===== config.mk =====
export PLATFORM = sky130hd
export DESIGN_NAME = key_press_event_scanner
export DESIGN_NICKNAME = d
export VERILOG_FILES = /design/src/hw/rtl/kpes_pkg.sv /design/src/hw/rtl/kpes_lane.sv /design/src/hw/rtl/kpes_merge.sv /design/src/hw/rtl/key_press_event_scanner.sv
export SDC_FILE = /design/constraint.sdc
export NUM_CORES = 1
export LEC_CHECK = 0
export BUFFER_PORTS_ARGS = -buffer_cell sky130_fd_sc_hd__buf_2
export CAP_MARGIN = 20
export CORE_ASPECT_RATIO = 2
export CORE_MARGIN = 2
export CORE_UTILIZATION = 41
export DETAILED_ROUTE_END_ITERATION = 10
export GPL_ROUTABILITY_DRIVEN = 0
export HOLD_SLACK_MARGIN = 0.06
export PLACE_DENSITY = 0.63
export SYNTH_ARGS = -nofsm -noshare
export SYNTH_HDL_FRONTEND = slang
export SYNTH_HIERARCHICAL = 1
export SYNTH_SLANG_ARGS = --single-unit

===== constraint.sdc =====
create_clock -name clock -period 10.06 [get_ports clock]
set_clock_uncertainty 0.1 [all_clocks]
set_input_delay 2.012 -clock clock [delete_from_list [all_inputs] [get_ports clock]]
set_output_delay 2.012 -clock clock [all_outputs]
set_load 0.01 [all_outputs]

===== src/hw/rtl/kpes_pkg.sv =====
// Shared types and constants of the key press event scanner.
`default_nettype none

package kpes_pkg;

   // Number of scanned keys and the width of the level word.
   localparam int KEY_COUNT   = 6;
   localparam int LEVEL_W     = 6;
   localparam int KEY_IDX_W   = (KEY_COUNT > 1) ? $clog2(KEY_COUNT) : 1;
   localparam int KEY_FIELD_W = 3;
   localparam int KIND_W      = 3;
   localparam int COUNT_W     = 16;
   localparam int CSR_IDX_W   = 2;
   localparam int CSR_DATA_W  = 16;
   localparam int REQ_DATA_W  = 8;
   localparam int RSP_DATA_W  = 8;

   // Configuration register indexes.
   localparam logic [CSR_IDX_W-1:0] CSR_DEBOUNCE   = 2'd0;
   localparam logic [CSR_IDX_W-1:0] CSR_LONG_PRESS = 2'd1;
   localparam logic [CSR_IDX_W-1:0] CSR_REPEAT     = 2'd2;

   // Reset values of the timing registers.
   localparam logic [COUNT_W-1:0] DEBOUNCE_RESET   = 16'd3;
   localparam logic [COUNT_W-1:0] LONG_PRESS_RESET = 16'd100;
   localparam logic [COUNT_W-1:0] REPEAT_RESET     = 16'd20;
   localparam logic [COUNT_W-1:0] COUNT_MAX        = 16'hFFFF;

   // Phase of one key, one-hot.
   typedef enum logic [3:0] {
      PH_WAIT     = 4'b0001,
      PH_DEBOUNCE = 4'b0010,
      PH_LONG     = 4'b0100,
      PH_REPEAT   = 4'b1000
   } phase_type;

   // Kind of a reported event.
   typedef enum logic [KIND_W-1:0] {
      EV_CLICK        = 3'd0,
      EV_CLICK_RELEASE = 3'd1,
      EV_LONG_PRESS   = 3'd2,
      EV_REPEAT       = 3'd3,
      EV_LONG_RELEASE = 3'd4
   } event_kind_type;

   // Timing limits shared by all lanes.
   typedef struct packed {
      logic [COUNT_W-1:0] debounce_ticks;
      logic [COUNT_W-1:0] long_press_ticks;
      logic [COUNT_W-1:0] repeat_ticks;
   } cfg_type;

   // What one lane found on the current tick.
   typedef struct packed {
      logic           fire;
      event_kind_type kind;
   } lane_event_type;

endpackage

`default_nettype wire


===== src/hw/rtl/kpes_lane.sv =====
// Phase machine and hold counter of one key.
`default_nettype none

module kpes_lane
   import kpes_pkg::*;
(
   input  wire logic           clock,
   input  wire logic           reset,
   input  wire logic           tick_accept,
   input  wire logic           pressed,
   input  wire cfg_type        cfg,
   output lane_event_type      lane_event
);

   phase_type          phase_ff, phase_in;
   logic [COUNT_W-1:0] count_ff, count_in;
   logic [COUNT_W-1:0] count_inc;
   logic [COUNT_W-1:0] limit;
   logic               reached;

   // Saturating increment and compare against the limit of this phase.
   always_comb begin
      count_inc = (count_ff == COUNT_MAX) ? count_ff : count_ff + 16'd1;
      case (phase_ff)
         PH_DEBOUNCE: limit = cfg.debounce_ticks;
         PH_LONG:     limit = cfg.long_press_ticks;
         default:     limit = cfg.repeat_ticks;
      endcase
      reached = (count_inc >= limit);
   end

   // Next phase, next count and the event of this tick.
   always_comb begin
      phase_in        = phase_ff;
      count_in        = count_ff;
      lane_event.fire = 1'b0;
      lane_event.kind = EV_CLICK;
      if (tick_accept) begin
         case (phase_ff)
            PH_WAIT: begin
               if (pressed) begin
                  phase_in = PH_DEBOUNCE;
                  count_in = '0;
               end
            end
            PH_DEBOUNCE: begin
               if (!pressed) begin
                  phase_in = PH_WAIT;
                  count_in = '0;
               end else if (reached) begin
                  phase_in        = PH_LONG;
                  count_in        = '0;
                  lane_event.fire = 1'b1;
                  lane_event.kind = EV_CLICK;
               end else begin
                  count_in = count_inc;
               end
            end
            PH_LONG: begin
               if (!pressed) begin
                  phase_in        = PH_WAIT;
                  count_in        = '0;
                  lane_event.fire = 1'b1;
                  lane_event.kind = EV_CLICK_RELEASE;
               end else if (reached) begin
                  phase_in        = PH_REPEAT;
                  count_in        = '0;
                  lane_event.fire = 1'b1;
                  lane_event.kind = EV_LONG_PRESS;
               end else begin
                  count_in = count_inc;
               end
            end
            PH_REPEAT: begin
               if (!pressed) begin
                  phase_in        = PH_WAIT;
                  count_in        = '0;
                  lane_event.fire = 1'b1;
                  lane_event.kind = EV_LONG_RELEASE;
               end else if (reached) begin
                  count_in        = '0;
                  lane_event.fire = 1'b1;
                  lane_event.kind = EV_REPEAT;
               end else begin
                  count_in = count_inc;
               end
            end
            default: begin
               phase_in = PH_WAIT;
               count_in = '0;
            end
         endcase
      end
   end

   // Phase and counter registers.
   always_ff @(posedge clock) begin
      if (reset) begin
         phase_ff <= PH_WAIT;
         count_ff <= '0;
      end else begin
         phase_ff <= phase_in;
         count_ff <= count_in;
      end
   end

   // A waiting key has a cleared counter.
   assert property (@(posedge clock) disable iff (reset)
      (phase_ff == PH_WAIT) |-> (count_ff == '0))
      else $error("kpes_lane: counter not cleared while waiting");

   // A release always returns the key to waiting.
   assert property (@(posedge clock) disable iff (reset)
      (tick_accept && !pressed) |=> (phase_ff == PH_WAIT))
      else $error("kpes_lane: release did not return to waiting");

endmodule

`default_nettype wire


===== src/hw/rtl/kpes_merge.sv =====
// Collects the lane events of one tick and sends them out in key order.
`default_nettype none

module kpes_merge
   import kpes_pkg::*;
(
   input  wire logic                  clock,
   input  wire logic                  reset,
   input  wire logic                  tick_accept,
   input  wire lane_event_type        lane_events [KEY_COUNT],
   output logic                       idle,
   output logic                       rsp_tvalid,
   input  wire logic                  rsp_tready,
   // [2:0] key_index, [5:3] event_kind, [7:6] zero
   output logic [RSP_DATA_W-1:0]      rsp_tdata,
   output logic                       rsp_tlast
);

   logic [KEY_COUNT-1:0] pend_ff, pend_in;
   event_kind_type       kind_ff [KEY_COUNT];
   logic                 out_valid_ff, out_valid_in;
   logic [KEY_FIELD_W-1:0] out_key_ff;
   event_kind_type       out_kind_ff;
   logic                 out_last_ff;
   logic [KEY_IDX_W-1:0] sel;
   logic [KEY_COUNT-1:0] rest;
   logic                 out_free;
   logic                 load;

   // Lowest pending key and what remains after it.
   always_comb begin
      sel = '0;
      for (int k = KEY_COUNT - 1; k >= 0; k--) begin
         if (pend_ff[k]) begin
            sel = KEY_IDX_W'(k);
         end
      end
      rest = pend_ff & ~(KEY_COUNT'(1) << sel);
   end

   // The output register takes a new word when empty or being drained.
   assign out_free = !out_valid_ff || rsp_tready;
   assign load     = out_free && (pend_ff != '0);
   assign idle     = (pend_ff == '0);

   always_comb begin
      pend_in = pend_ff;
      if (tick_accept) begin
         for (int k = 0; k < KEY_COUNT; k++) begin
            pend_in[k] = lane_events[k].fire;
         end
      end else if (load) begin
         pend_in = rest;
      end
      out_valid_in = load ? 1'b1 : (out_free ? 1'b0 : out_valid_ff);
   end

   // Pending events and output register control.
   always_ff @(posedge clock) begin
      if (reset) begin
         pend_ff      <= '0;
         out_valid_ff <= 1'b0;
      end else begin
         pend_ff      <= pend_in;
         out_valid_ff <= out_valid_in;
      end
   end

   // Event kinds are captured with the tick; output word on load.
   always_ff @(posedge clock) begin
      if (tick_accept) begin
         for (int k = 0; k < KEY_COUNT; k++) begin
            kind_ff[k] <= lane_events[k].kind;
         end
      end
      if (load) begin
         out_key_ff  <= KEY_FIELD_W'(sel);
         out_kind_ff <= kind_ff[sel];
         out_last_ff <= (rest == '0);
      end
   end

   assign rsp_tvalid = out_valid_ff;
   assign rsp_tdata  = {2'b00, out_kind_ff, out_key_ff};
   assign rsp_tlast  = out_last_ff;

   // Each word moved out removes exactly one pending event.
   assert property (@(posedge clock) disable iff (reset)
      (load && !tick_accept) |=>
         ($countones(pend_ff) == $countones($past(pend_ff)) - 1))
      else $error("kpes_merge: pending count did not drop by one");

   // The word marked last leaves nothing pending.
   assert property (@(posedge clock) disable iff (reset)
      (load && (rest == '0)) |=> (pend_ff == '0))
      else $error("kpes_merge: events left after the last word");

   // A new tick never lands on undelivered events.
   assert property (@(posedge clock) disable iff (reset)
      tick_accept |-> (pend_ff == '0))
      else $error("kpes_merge: tick accepted with events pending");

endmodule

`default_nettype wire


===== src/hw/rtl/key_press_event_scanner.sv =====
// Top level of the key press event scanner: lanes, merge and timing registers.
//
// Usage: each word on the req_ channel is one scan tick; req_tdata[5:0] holds the
// pressed level of keys 0 to 5. Every key has its own lane with a phase machine
// (waiting, debouncing, awaiting long press, repeating) and a 16-bit hold counter.
// The lanes update together when a tick is accepted, and the merge stage sends
// their events on the rsp_ channel in ascending key order, one word per cycle:
// key index and event kind in rsp_tdata, rsp_tlast on the final event of the tick.
// A tick without events produces no word.
// The events of a tick are registered as pending on the accept edge and then move
// through the output register. A tick with events holds req_tready low while the
// merge stage moves them into the output register; ticks without events are
// accepted every cycle. The output register lets a new tick in while the last
// event of the previous one still waits; a stall on rsp_tready stops the drain
// and, once events are pending, the input.
// Timing registers are written through csr_: index 0 debounce, 1 long press,
// 2 repeat; other indexes are ignored. Write them only while no tick is in flight.
// Reset puts every key in waiting with a cleared counter and loads the register
// defaults 3, 100 and 20.
`default_nettype none

module key_press_event_scanner
   import kpes_pkg::*;
(
   input  wire logic                  clock,
   input  wire logic                  reset,
   input  wire logic                  req_tvalid,
   output logic                       req_tready,
   // [5:0] key_levels, [7:6] zero
   input  wire logic [REQ_DATA_W-1:0] req_tdata,
   output logic                       rsp_tvalid,
   input  wire logic                  rsp_tready,
   // [2:0] key_index, [5:3] event_kind, [7:6] zero
   output logic [RSP_DATA_W-1:0]      rsp_tdata,
   output logic                       rsp_tlast,
   input  wire logic                  csr_wen,
   input  wire logic [CSR_IDX_W-1:0]  csr_index,
   input  wire logic [CSR_DATA_W-1:0] csr_wdata
);

   cfg_type        cfg_ff, cfg_in;
   logic           tick_accept;
   logic           merge_idle;
   lane_event_type lane_events [KEY_COUNT];

   // Timing register writes.
   always_comb begin
      cfg_in = cfg_ff;
      if (csr_wen) begin
         case (csr_index)
            CSR_DEBOUNCE:   cfg_in.debounce_ticks   = csr_wdata;
            CSR_LONG_PRESS: cfg_in.long_press_ticks = csr_wdata;
            CSR_REPEAT:     cfg_in.repeat_ticks     = csr_wdata;
            default:        cfg_in = cfg_ff;
         endcase
      end
   end

   always_ff @(posedge clock) begin
      if (reset) begin
         cfg_ff.debounce_ticks   <= DEBOUNCE_RESET;
         cfg_ff.long_press_ticks <= LONG_PRESS_RESET;
         cfg_ff.repeat_ticks     <= REPEAT_RESET;
      end else begin
         cfg_ff <= cfg_in;
      end
   end

   // A tick enters when no event of the previous one is pending.
   assign req_tready  = merge_idle;
   assign tick_accept = req_tvalid && req_tready;

   // One lane per key; keys beyond the level word are never pressed.
   for (genvar k = 0; k < KEY_COUNT; k++) begin : g_lane
      logic pressed;
      if (k < LEVEL_W) begin : g_in
         assign pressed = req_tdata[k];
      end else begin : g_none
         assign pressed = 1'b0;
      end
      kpes_lane u_lane (
         .clock       (clock),
         .reset       (reset),
         .tick_accept (tick_accept),
         .pressed     (pressed),
         .cfg         (cfg_ff),
         .lane_event  (lane_events[k])
      );
   end

   // Event serializer and output register.
   kpes_merge u_merge (
      .clock       (clock),
      .reset       (reset),
      .tick_accept (tick_accept),
      .lane_events (lane_events),
      .idle        (merge_idle),
      .rsp_tvalid  (rsp_tvalid),
      .rsp_tready  (rsp_tready),
      .rsp_tdata   (rsp_tdata),
      .rsp_tlast   (rsp_tlast)
   );

endmodule

`default_nettype wire


Word level (Yosys, flattened, before mapping)
Memory sizes are Yosys's and may differ from the RTL's. A register that Yosys moved wholly into a read port is not among the register bits.
Index checks and enable logic that the tools add are counted.
- flip-flop bits (word level): 179
- RAM bits: 18
- input port bits: 31
- output and inout bits: 11
- word-level logic and storage cells: 260
- memories: 1
- memories (name ; depth ; width ; rd ports ; clocked after memory_dff ; write ports ; line ; text):
    u_merge.kind_ff ; 6 ; 3 ; 1 ; 1 ; 6 ; kpes_merge.sv:20 ; event_kind_type kind_ff [KEY_COUNT];
- add/sub/neg operators: 6
- order comparisons: 6
- eq/ne operators: 56
- shifts and indexed selects: 1
- mux-type cells: 138
- bitwise operators: 2
- reduce and logical (&&, ||, !) cells: 31
- operators with widths (kind ; number):
    2-to-1 mux 16 bit ; 24
    one-hot mux 16 bit (2 select lines) ; 12
    2-to-1 mux 4 bit ; 78
    adder 16 x 1 -> 16 bit, second input constant ; 6
    equality test 16 bit, second input constant ; 6
    greater-or-equal comparator 16 bit ; 6
    one-hot mux 4 bit (4 select lines) ; 6
    one-hot mux 4 bit (3 select lines) ; 6
    != test 3 x 2 -> 1 bit, second input constant ; 12
    AND reduction 5 bit ; 6
    equality test 4 x 1 -> 1 bit, second input constant ; 6
    equality test 4 x 2 -> 1 bit, second input constant ; 6
    equality test 4 x 3 -> 1 bit, second input constant ; 6
    equality test 4 bit, second input constant ; 6
    != test 2 bit, second input constant ; 12
    2-to-1 mux 3 bit ; 6
    AND reduction 2 bit ; 9
    OR reduction 3 bit ; 6
    zero test 6 bit ; 2
    2-to-1 mux 6 bit ; 2
    bitwise AND 6 bit ; 1
    NOT 6 bit ; 1
    nonzero test 6 bit ; 1
    << shifter 1 x 3 -> 6 bit, first input constant ; 1
    8 further kinds ; 13

Logic depth before layout (Yosys ltp)
Gate-level depths: netlist (run 1).
- depth in word-level cells: 11
- gate-level depth with buffers: 15

By module
Netlist (run 1), hierarchy kept.
- modules (own cells, without submodules) (module ; times used ; cells an instance ; area an instance (um2)):
    kpes_lane at g_lane[0].u_lane ... ; 5 ; 259 ; 2043.2
    key_press_event_scanner ; 1 ; 185 ; 1978.1
    kpes_lane at g_lane[5].u_lane ; 1 ; 257 ; 1911.8
    kpes_merge ; 1 ; 103 ; 1342.5

Worst setup path after synthesis (run 1)
OpenSTA, ideal clock, no wires.
- path kind: in2reg
- start: in req_tvalid
- end: reg g_lane[5].u_lane.count_ff[9]
- library setup time: 0.067 ns
- arrival: 4.197 ns
- required time: 9.893 ns
- path slack: 5.695 ns
- cell stages on the path: 6
- path buffers: 0
- cell sequence: and2_1 -> nand2_1 -> or4b_1 -> or3_1 -> a311o_1 -> a21oi_2
- longest elaborated chain between the ends: 2
- RTL lines (element ; line ; text):
    start: declaration ; key_press_event_scanner.sv:27 ; input wire logic req_tvalid,
    logical AND 1 bit ; key_press_event_scanner.sv:71 ; assign tick_accept = req_tvalid && req_tready;
    AND reduction 2 bit (no line) ; - ;
    end signal: assignment ; kpes_lane.sv:103 ; count_ff <= count_in;
    end: declaration ; kpes_lane.sv:16 ; logic [COUNT_W-1:0] count_ff, count_in;
No other way between the ends.
A chain may end at the register's enable or synchronous reset.

==> flow_summary.toml, run 1 <==
[status]
status = "finished clean"

[timing]
setup_viol = 0
max_freq_mhz = 195
hold_viol_final = 0
drv_slew = 0
slew_headroom_pct = 24.5
fin_crit_sh_pct = 50.9
setup_tns_ps = 0
rsz0062_at_grt = "false"
hold_ws_ps = 399
period_needed_ps = 5120
tightest_slew_ps = 1130

[die]
die_area_sq_um = 39300
core_sq_um = 37200
fp.dieW_microns = 141
start_util_pct = 41.6
fp-row-count = 100
die_y_microns = 279
io_pins = 42

[setup_path]
crit_fanout = 21
r2r_cells = 12
critPathKind = "flip-flop to flip-flop"
endpoint_kind = "flip-flop"
startpoint_type = "flip-flop"
cp.required_ps = 10160
arrival_ps = 5220

[finish]
syn2layout_area_growth_pct = 6.89
fill_cells = 3642
multiInputGateArea_sq_um = 10600
seq_area_sq_um = 4250
nets = 1955
drive_above_1_share_pct = 13.0

[placement]
dpl.hpwl_microns = 34100
port_buffers = 37

[clock_network]
cts_inserted_buffers = 17
cts.sinks = 200
clock_path_buffers = 2
clk_pin_slew_ps = 70
htreeDepth = 4
clk_root_buffer_cell = "clkbuf_16"
post_cts_buffers = 0
post_cts_resized = 0
worstSkewPairLatency_ps = 470
cts_tree = "yes"
ctsHoldBuffers = 0

[logic_synthesis]
postSynth.asyncResetShare_pct = 0
synth_area_sq_um = 15400
yosysTopAreaCell = "dfxtp_1"
synth_top_cell_area_share_pct = 22.7
synthFlopType = "dfxtp_1"
yosysWarnings = 6
synth_common_cells = "a21oi_1 (183), dfxtp_1 (175), nor2_1 (157)"
yosysMostFrequentCell = "a21oi_1"
syn_avg_cell_area_sq_um = 8.40
netlist_instances = 1840
yosysUniqueCellTypes = 76
synth.area.top_cells = "dfxtp_1 (23%), ha_1 (8.3%), a21oi_1 (5.9%)"
ys_seq_elements = 200
yosysSeqAreaShare_pct = 27.5
synth_edf_count = 25

[route]
viasPerCell = 6.25
firstDrtPassIters = 5
wire_per_inst_microns = 20.2
drt_iter0_drc = 1024
vias = 14339
postRouteAntennaNets = 0
drc_errors = 0
drt_wl_total_microns = 46500

[power]
leakage_nw = 6.28
p_per_area_nw_per_um2 = 110
ir_drop_mv = 0.121

[flow_run]
drv_cap = 0

[global_routing]
grt_pass1_vias = 13692
grt_pass1_wl_microns = 72900
grt-ovfl-total = 0
grt_usage_pct = 23.4
antenna_found_initial = 1
grt_max_degree = 94

[worst_hold_path]
hold_depth = 2
min_path_type = "flip-flop to flip-flop"
-- power by group --
group          total, W  switching [W]  internal, W  leakage [nW]
sequential     0.000873      0.0000481     0.000825          1.66
clock          0.000699       0.000337     0.000362         0.280
combinational  0.000240       0.000151    0.0000888          4.34
-- worst paths after layout --
path                                     start                            to  slack (ps)
setup / recovery  g_lane[0].u_lane/phase_ff[2]         u_merge/kind_ff[0][0]        4940
hold / removal    g_lane[2].u_lane/count_ff[6]  g_lane[2].u_lane/count_ff[6]         400
setup reg to reg  g_lane[0].u_lane/phase_ff[2]         u_merge/kind_ff[0][0]        4940
hold reg to reg   g_lane[2].u_lane/count_ff[6]  g_lane[2].u_lane/count_ff[6]         400
-- sequential cells by signal, summed over array words and instances (netlist names) --
register / flops
cfg_ff: 48
g_lane.u_lane/phase_ff: 24
u_merge/kind_ff: 18
u_merge/out_kind_ff: 3
u_merge/rsp_tvalid: 1
u_merge/rsp_tlast: 1
g_lane.u_lane/count_ff: 96
u_merge/pend_ff: 6
u_merge/out_key_ff: 3
-- area by class of cell --
| type | count | share of cell area (%) |
|---|---|---|
| Antenna cell | 1 | 0.0152 |
| Clock buffer | 22 | 3.06 |
| Clock inverter | 10 | 0.492 |
| Inverter | 29 | 0.659 |
| Multi-Input combinational cell | 1511 | 64.1 |
| Sequential cell | 200 | 25.8 |
| Tap cell | 459 | 3.48 |
| Timing Repair Buffer | 63 | 2.45 |
-- worst max-delay path: stages (launching register included) --
cell      delay, ps
dfxtp_1         580
inv_2           120
nor4_4          960
nor2_1          390
buf_4           300
a21oi_1         170
ha_1            270
a211oi_2        220
nor2_1           70
or4_4           530
a211oi_4        830
o31a_1          260
nor3_2           50
-- through the flow --
| step | util (%) | total power (W) | cells | setup WS [ps] | cell area (sq um) |
|---|---|---|---|---|---|
| 6_report | 44.4 | 0.00181 | 2295 | 4940 | 16500 |
| 3_5_place_dp | 42.7 | 0.00113 | 2257 | 5030 | 15900 |
| 2_1_floorplan | - | 0.00105 | 1841 | 5700 | 15500 |
| 3_3_place_gp | 42.6 | 0.00112 | 2254 | 4990 | 15800 |
| 5_1_grt | 44.4 | 0.00188 | 2295 | 4670 | 16500 |
| 4_1_cts | 44.3 | 0.00183 | 2289 | 5010 | 16500 |
-- cell families after synthesis --
| logic type | share of synthesized area (%) |
|---|---|
| and+or+nand+nor | 27.0 |
| other | 0.0243 |
| buffers and inverters | 4.24 |
| adders and majority gates | 8.33 |
| xor gates and xnor gates | 1.19 |
| AOI/OAI and AO/OA | 25.1 |
| DFF | 27.5 |
| muxes | 6.60 |
-- metal layers --
metal  wire length [microns]  global-route usage (%)
met5                       0                       0
met4                    2590                    13.1
met3                    1820                    2.98
met2                   24500                    43.3
met1                   17500                    25.2
-- cells in the final DEF (no fill, tap or decap), drive strengths merged, types with 10 or more instances in the layout --
cell     netlist  final
o2111ai       10     10
a211oi        17     17
a41oi         10     10
o21a          18     18
and4          12     12
and2          23     23
mux2i         76     76
a21oi        189    189
nand2b        96     96
or2           39     39
dfxtp        175    175
a22o          93     93
inv           29     33
a32oi         43     43
clkbuf        51     22
nand3         52     52
or3           10     10
xor2          18     18
and3          30     30
o21ai         33     33
a22oi         21     21
nor4          17     17
mux2          23     23
o211ai        36     36
nor3          53     53
a31oi         29     29
ha           102    102
nor2         158    158
or4           13     13
buf           50     63
nand4         31     31
edfxtp        25     25
nor2b         39     39
nand2        153    153
(Power assumes the default switching activity.)
==> inputs of run 2 (changes only) <==
PLACE_DENSITY = 0.65   (was 0.63)
clock period = 4.4 ns   (was 10.06 ns; I/O delays follow)
==> run 2 against run 1 <==
  * Die area did not move
  * Core utilization rose by 1.3 points
  * Routed wire length fell by 0.57%
  * Cell area rose by 2.9%
  * Critical path depth rose by 2
  * Largest cell class unchanged
  * Highest routed layer unchanged
==> flow_summary.toml, run 2 (synthesis gave the netlist of run 1 again) <==
[global_routing]
grt_max_degree = 97
grt_pass1_vias = 14276
grt-ovfl-total = 0
antenna_found_initial = 1
grt_usage_pct = 23.5
grt_pass1_wl_microns = 74100

[route]
drc_errors = 0
viasPerCell = 6.21
vias = 14567
drt_iter0_drc = 1065
wire_per_inst_microns = 19.7
drt_wl_total_microns = 46200
postRouteAntennaNets = 0
firstDrtPassIters = 5

[clock_network]
htreeDepth = 4
worstSkewPairLatency_ps = 460
cts.sinks = 200
clk_pin_slew_ps = 70
cts_tree = "yes"
cts_inserted_buffers = 17
ctsHoldBuffers = 0
clock_path_buffers = 2
clk_root_buffer_cell = "clkbuf_16"

[timing]
setup_viol = 0
period_needed_ps = 4240
max_freq_mhz = 236
slew_headroom_pct = 28.0
drv_slew = 0
rsz0062_at_grt = "true"
setup_tns_ps = 0
fin_crit_sh_pct = 96.5
hold_viol_final = 0
tightest_slew_ps = 1080

[finish]
top_register = "g_lane.u_lane/count_ff"
final_common_cell = "a21oi_1"
nets = 2005
syn2layout_area_growth_pct = 9.96
reg_top3 = "g_lane.u_lane/count_ff x96, cfg_ff x48, g_lane.u_lane/phase_ff x24"
drive_above_1_share_pct = 15.5
multiInputGateArea_sq_um = 10600
fin_cells = 2347
fill_cells = 3624
seq_area_sq_um = 4260
largest_reg_flops = 96
layout_common_cells = "a21oi_1 (183), dfxtp_1 (174), nor2_1 (157), nand2_1 (153), ha_1 (101)"

[setup_path]
arrival_ps = 4540
critPathKind = "flip-flop to flip-flop"
startpoint_type = "flip-flop"
crit_fanout = 17
worstPathCellList = "ha_1, nand4_1, o311a_1, and3_1, nor2b_1, or2_2, ha_1, nand2_1, nor3_1, or4_4, a211oi_4, buf_4, o211ai_1, a21oi_1"
max_stage_delay_ps = 500
cp_slowest_cell = "or4_4"
cp.required_ps = 4690
endpoint_kind = "flip-flop"
cpMostUsedCell = "ha_1"

[power]
ir_drop_mv = 0.267
finalPower_w = 0.00427
leakage_nw = 6.59
p_per_area_nw_per_um2 = 252

[worst_hold_path]
min_path_type = "flip-flop to flip-flop"

[die]
die_y_microns = 279
start_util_pct = 41.6
fp.dieW_microns = 141
io_pins = 42
fp-row-count = 100
die_area_sq_um = 39300
core_sq_um = 37200

[status]
status = "finished clean"

[placement]
dpl.hpwl_microns = 34700
port_buffers = 37
dpl.cell_count = 2308

[flow_run]
drv_cap = 0
[run 2: changes by cell type in the layout (fill, tap and decap cells not counted), moves of 3 or more]
cell,change
a2111oi_0,-4
buf_12,+3
buf_4,+50
buf_6,-3
[run 2: worst paths after layout]
path	endpoint	depth (start not counted)	startpoint	slack [ps]
worst min register to register	g_lane[1].u_lane/count_ff[6]	2	g_lane[1].u_lane/count_ff[6]	400
worst max register to register	g_lane[0].u_lane/count_ff[2]	14	g_lane[0].u_lane/count_ff[1]	160
worst min-delay path	g_lane[1].u_lane/count_ff[6]	2	g_lane[1].u_lane/count_ff[6]	400
worst max-delay path	g_lane[0].u_lane/count_ff[2]	14	g_lane[0].u_lane/count_ff[1]	160
[run 2: repair_timing]
item	4_1_cts	5_1_grt
endpoints found under the setup margin	0	43
setup buffers	0	1
gates resized for setup	0	10
[run 2: area by class of cell]
class	count	share of cell area (%)
tap	459	3.38
multi-input combinational	1511	62.4
antenna	3	0.0442
clock buffer	21	2.96
inverter	29	0.641
timing repair buffer	113	4.75
sequential	200	25.0
clock inverter	11	0.759
[run 2: metrics by stage]
stage,util [%],hold slack (ps),area (sq um),setup WS (ps)
CTS,45.5,398,16900,64.5
global placement,43.8,382,16300,89.5
finish,45.7,398,17000,155
detailed placement,43.8,386,16300,99.8
floorplan,-,364,15500,556
global route,45.7,423,17000,-45.7
[run 2: where the power goes]
part | total [W] | leakage, nW | internal [W] | switching (W)
Clock | 0.00171 | 0.309 | 0.000944 | 0.000766
Sequential | 0.00199 | 1.66 | 0.00189 | 0.000104
Combinational | 0.000573 | 4.62 | 0.000217 | 0.000356
[run 2: worst max-delay path: cells and delay by family (launching register included)]
| family | cells | cell delay (ps) |
|---|---|---|
| fa+ha+maj | 2 | 610 |
| compound gates | 4 | 1110 |
| simple gates | 7 | 1580 |
| buf+inv | 1 | 310 |
| flops | 1 | 480 |
[run 2: layer usage]
| layer | share of wire (%) | global-route usage, % |
|---|---|---|
| met5 | 0 | 0 |
| met2 | 52 | 42.8 |
| met3 | 4.7 | 3.80 |
| met4 | 6.9 | 16.0 |
| met1 | 37 | 24.2 |
==> inputs of run 3 (changes only) <==
CORE_ASPECT_RATIO = default   (was 2)
==> run 3 against run 2 <==
  * Non-clock buffer count down 16
  * Register-to-register slack better by 70 ps
  * Via count down 1.5%
  * Critical path depth unchanged
  * Worst setup slack better by 74 ps
  * Global-route usage down 1.4 points
  * Combinational power down 3%
  * Largest power group unchanged
  * First-iteration DRC count up 32%
==> flow_summary.toml, run 3 (synthesis gave the netlist of run 1 again) <==
[setup_path]
arrival_ps = 4270
worstPathCellList = "ha_1, nand4_1, o311a_1, and3_1, nor2b_1, or2_2, ha_1, nand2_1, nor3_1, or4_4, a211oi_4, buf_4, o31a_1, nor3_2"
max_stage_delay_ps = 500
endpoint_kind = "flip-flop"
startpoint_type = "flip-flop"
crit_fanout = 13
crit_family = "simple AND/OR/NAND/NOR gates"
cpMostUsedCell = "ha_1"
cp.required_ps = 4500
critPathKind = "flip-flop to flip-flop"
cp_slowest_cell = "or4_4"
cp_num_buf_inv = 1

[clock_network]
htreeDepth = 4
clock_path_buffers = 2
ctsHoldBuffers = 0
clk_root_buffer_cell = "clkbuf_16"
cts_tree = "yes"
cts.sinks = 200
cts_inserted_buffers = 17
clk_pin_slew_ps = 80
worstSkewPairLatency_ps = 460

[global_routing]
antenna_found_initial = 1
grt_max_degree = 135
grt_pass1_wl_microns = 69400
grt_pass1_vias = 13038
grt_util_met3_pct = 4.31
grt_usage_pct = 22.1
grt_use_met2_pct = 34.0
grt_use_met1_pct = 30.8
grt-ovfl-total = 0
gr-max-usage-layer = "met2"

[die]
start_util_pct = 41.3
die_y_microns = 198
io_pins = 42
core_sq_um = 37400
fp.dieW_microns = 198
die_area_sq_um = 39200
fp-row-count = 71

[finish]
top_register = "g_lane.u_lane/count_ff"
reg_top3 = "g_lane.u_lane/count_ff x96, cfg_ff x48, g_lane.u_lane/phase_ff x24"
drive_above_1_share_pct = 14.7
seq_area_sq_um = 4250
syn2layout_area_growth_pct = 9.01
largest_reg_flops = 96
postLayoutCellArea_sq_um = 16800
antennaDiodeCount = 0
layout_common_cells = "a21oi_1 (183), dfxtp_1 (175), nor2_1 (157), nand2_1 (153), ha_1 (101)"
multiInputGateArea_sq_um = 10600
fin_util_pct = 45.0
fill_cells = 3635
nets = 1989
final_common_cell = "a21oi_1"

[power]
p_switching_w = 0.00128
p_seq_share_pct = 48.1
internal_power_w = 0.00286
p_per_area_nw_per_um2 = 246
swShare_pct = 30.9
combPwrFrac_pct = 13.4
finalPower_w = 0.00414
leakage_nw = 6.47
pwr-share-clk_pct = 38.4
ir_drop_mv = 0.283

[timing]
period_needed_ps = 4170
fin_crit_sh_pct = 94.8
setup_viol = 0
layout_setup_ws_ps = 229
slew_headroom_pct = 38.2
setup_tns_ps = 0
drv_slew = 0
rsz0062_at_grt = "true"
max_freq_mhz = 240
hold_viol_final = 0
tightest_slew_ps = 926

[route]
viasPerCell = 6.03
firstDrtPassIters = 5
vias = 14347
drt_wl_total_microns = 43400
drt_iter0_drc = 1409
drc_errors = 0
postRouteAntennaNets = 0
wire_per_inst_microns = 18.2

[flow_run]
drv_cap = 0

[worst_hold_path]
min_path_type = "flip-flop to flip-flop"

[placement]
pre_cts_ws_ps = 118
placed_area_sq_um = 16200
port_buffers = 37
dpl.hpwl_microns = 31100

[status]
status = "finished clean"
run 3: changes by cell type in the layout (fill, tap and decap cells not counted), sizes merged:
cell and delta:
clkbuf -3, clkinv +5, bufinv -2, diode -3, buf -17, inv +3, clkinvlp -2
run 3: final timing paths:
| kind | cells after the start | slack [ps] | from | to |
|---|---|---|---|---|
| min reg2reg | 2 | 400 | g_lane[4].u_lane/count_ff[6] | g_lane[4].u_lane/count_ff[6] |
| max reg2reg | 14 | 230 | g_lane[3].u_lane/count_ff[1] | u_merge/kind_ff[3][0] |
| max | 14 | 230 | g_lane[3].u_lane/count_ff[1] | u_merge/kind_ff[3][0] |
| min | 2 | 400 | g_lane[4].u_lane/count_ff[6] | g_lane[4].u_lane/count_ff[6] |
run 3: power groups by stage:
stage	Sequential (W)	Combinational, W	Clock, W
2_1_floorplan	0.00195	0.000457	0
3_3_place_gp	0.00203	0.000528	0
3_5_place_dp	0.00203	0.000544	0
4_1_cts	0.00199	0.000546	0.00163
5_1_grt	0.00200	0.000612	0.00169
6_report	0.00199	0.000556	0.00159
run 3: routing by layer:
| layer | vias to the layer above | part of all wire (%) |
|---|---|---|
| met2 | 464 | 44 |
| met4 | 2 | 2.5 |
| li1 | 6997 | - |
| met1 | 6803 | 47 |
| met3 | 81 | 6.4 |
| met5 | - | 0.030 |
run 3: worst min-delay path, cell delays in order, from the launching register on:
cell     delay [ps]
dfxtp_1         340
nand2_1          60
a21oi_1          50
run 3: final cells by class:
type | instances | area share (%)
Clock buffer | 17 | 2.53
Inverter | 29 | 0.646
Tap cell | 511 | 3.80
Timing Repair Buffer | 97 | 3.95
Multi-Input combinational cell | 1511 | 62.9
Sequential cell | 200 | 25.3
Clock inverter | 15 | 0.936
run 3: repair_timing:
action,CTS,global route
gates resized for setup,0,8
endpoints found under the setup margin,0,27
buffers inserted,0,3
run 3: per-stage QoR:
step,hold slack [ps],std cells
after floorplan,364,1841
after global placement,380,2343
after detailed placement,385,2343
after CTS,401,2375
after global routing,430,2380
final,401,2380
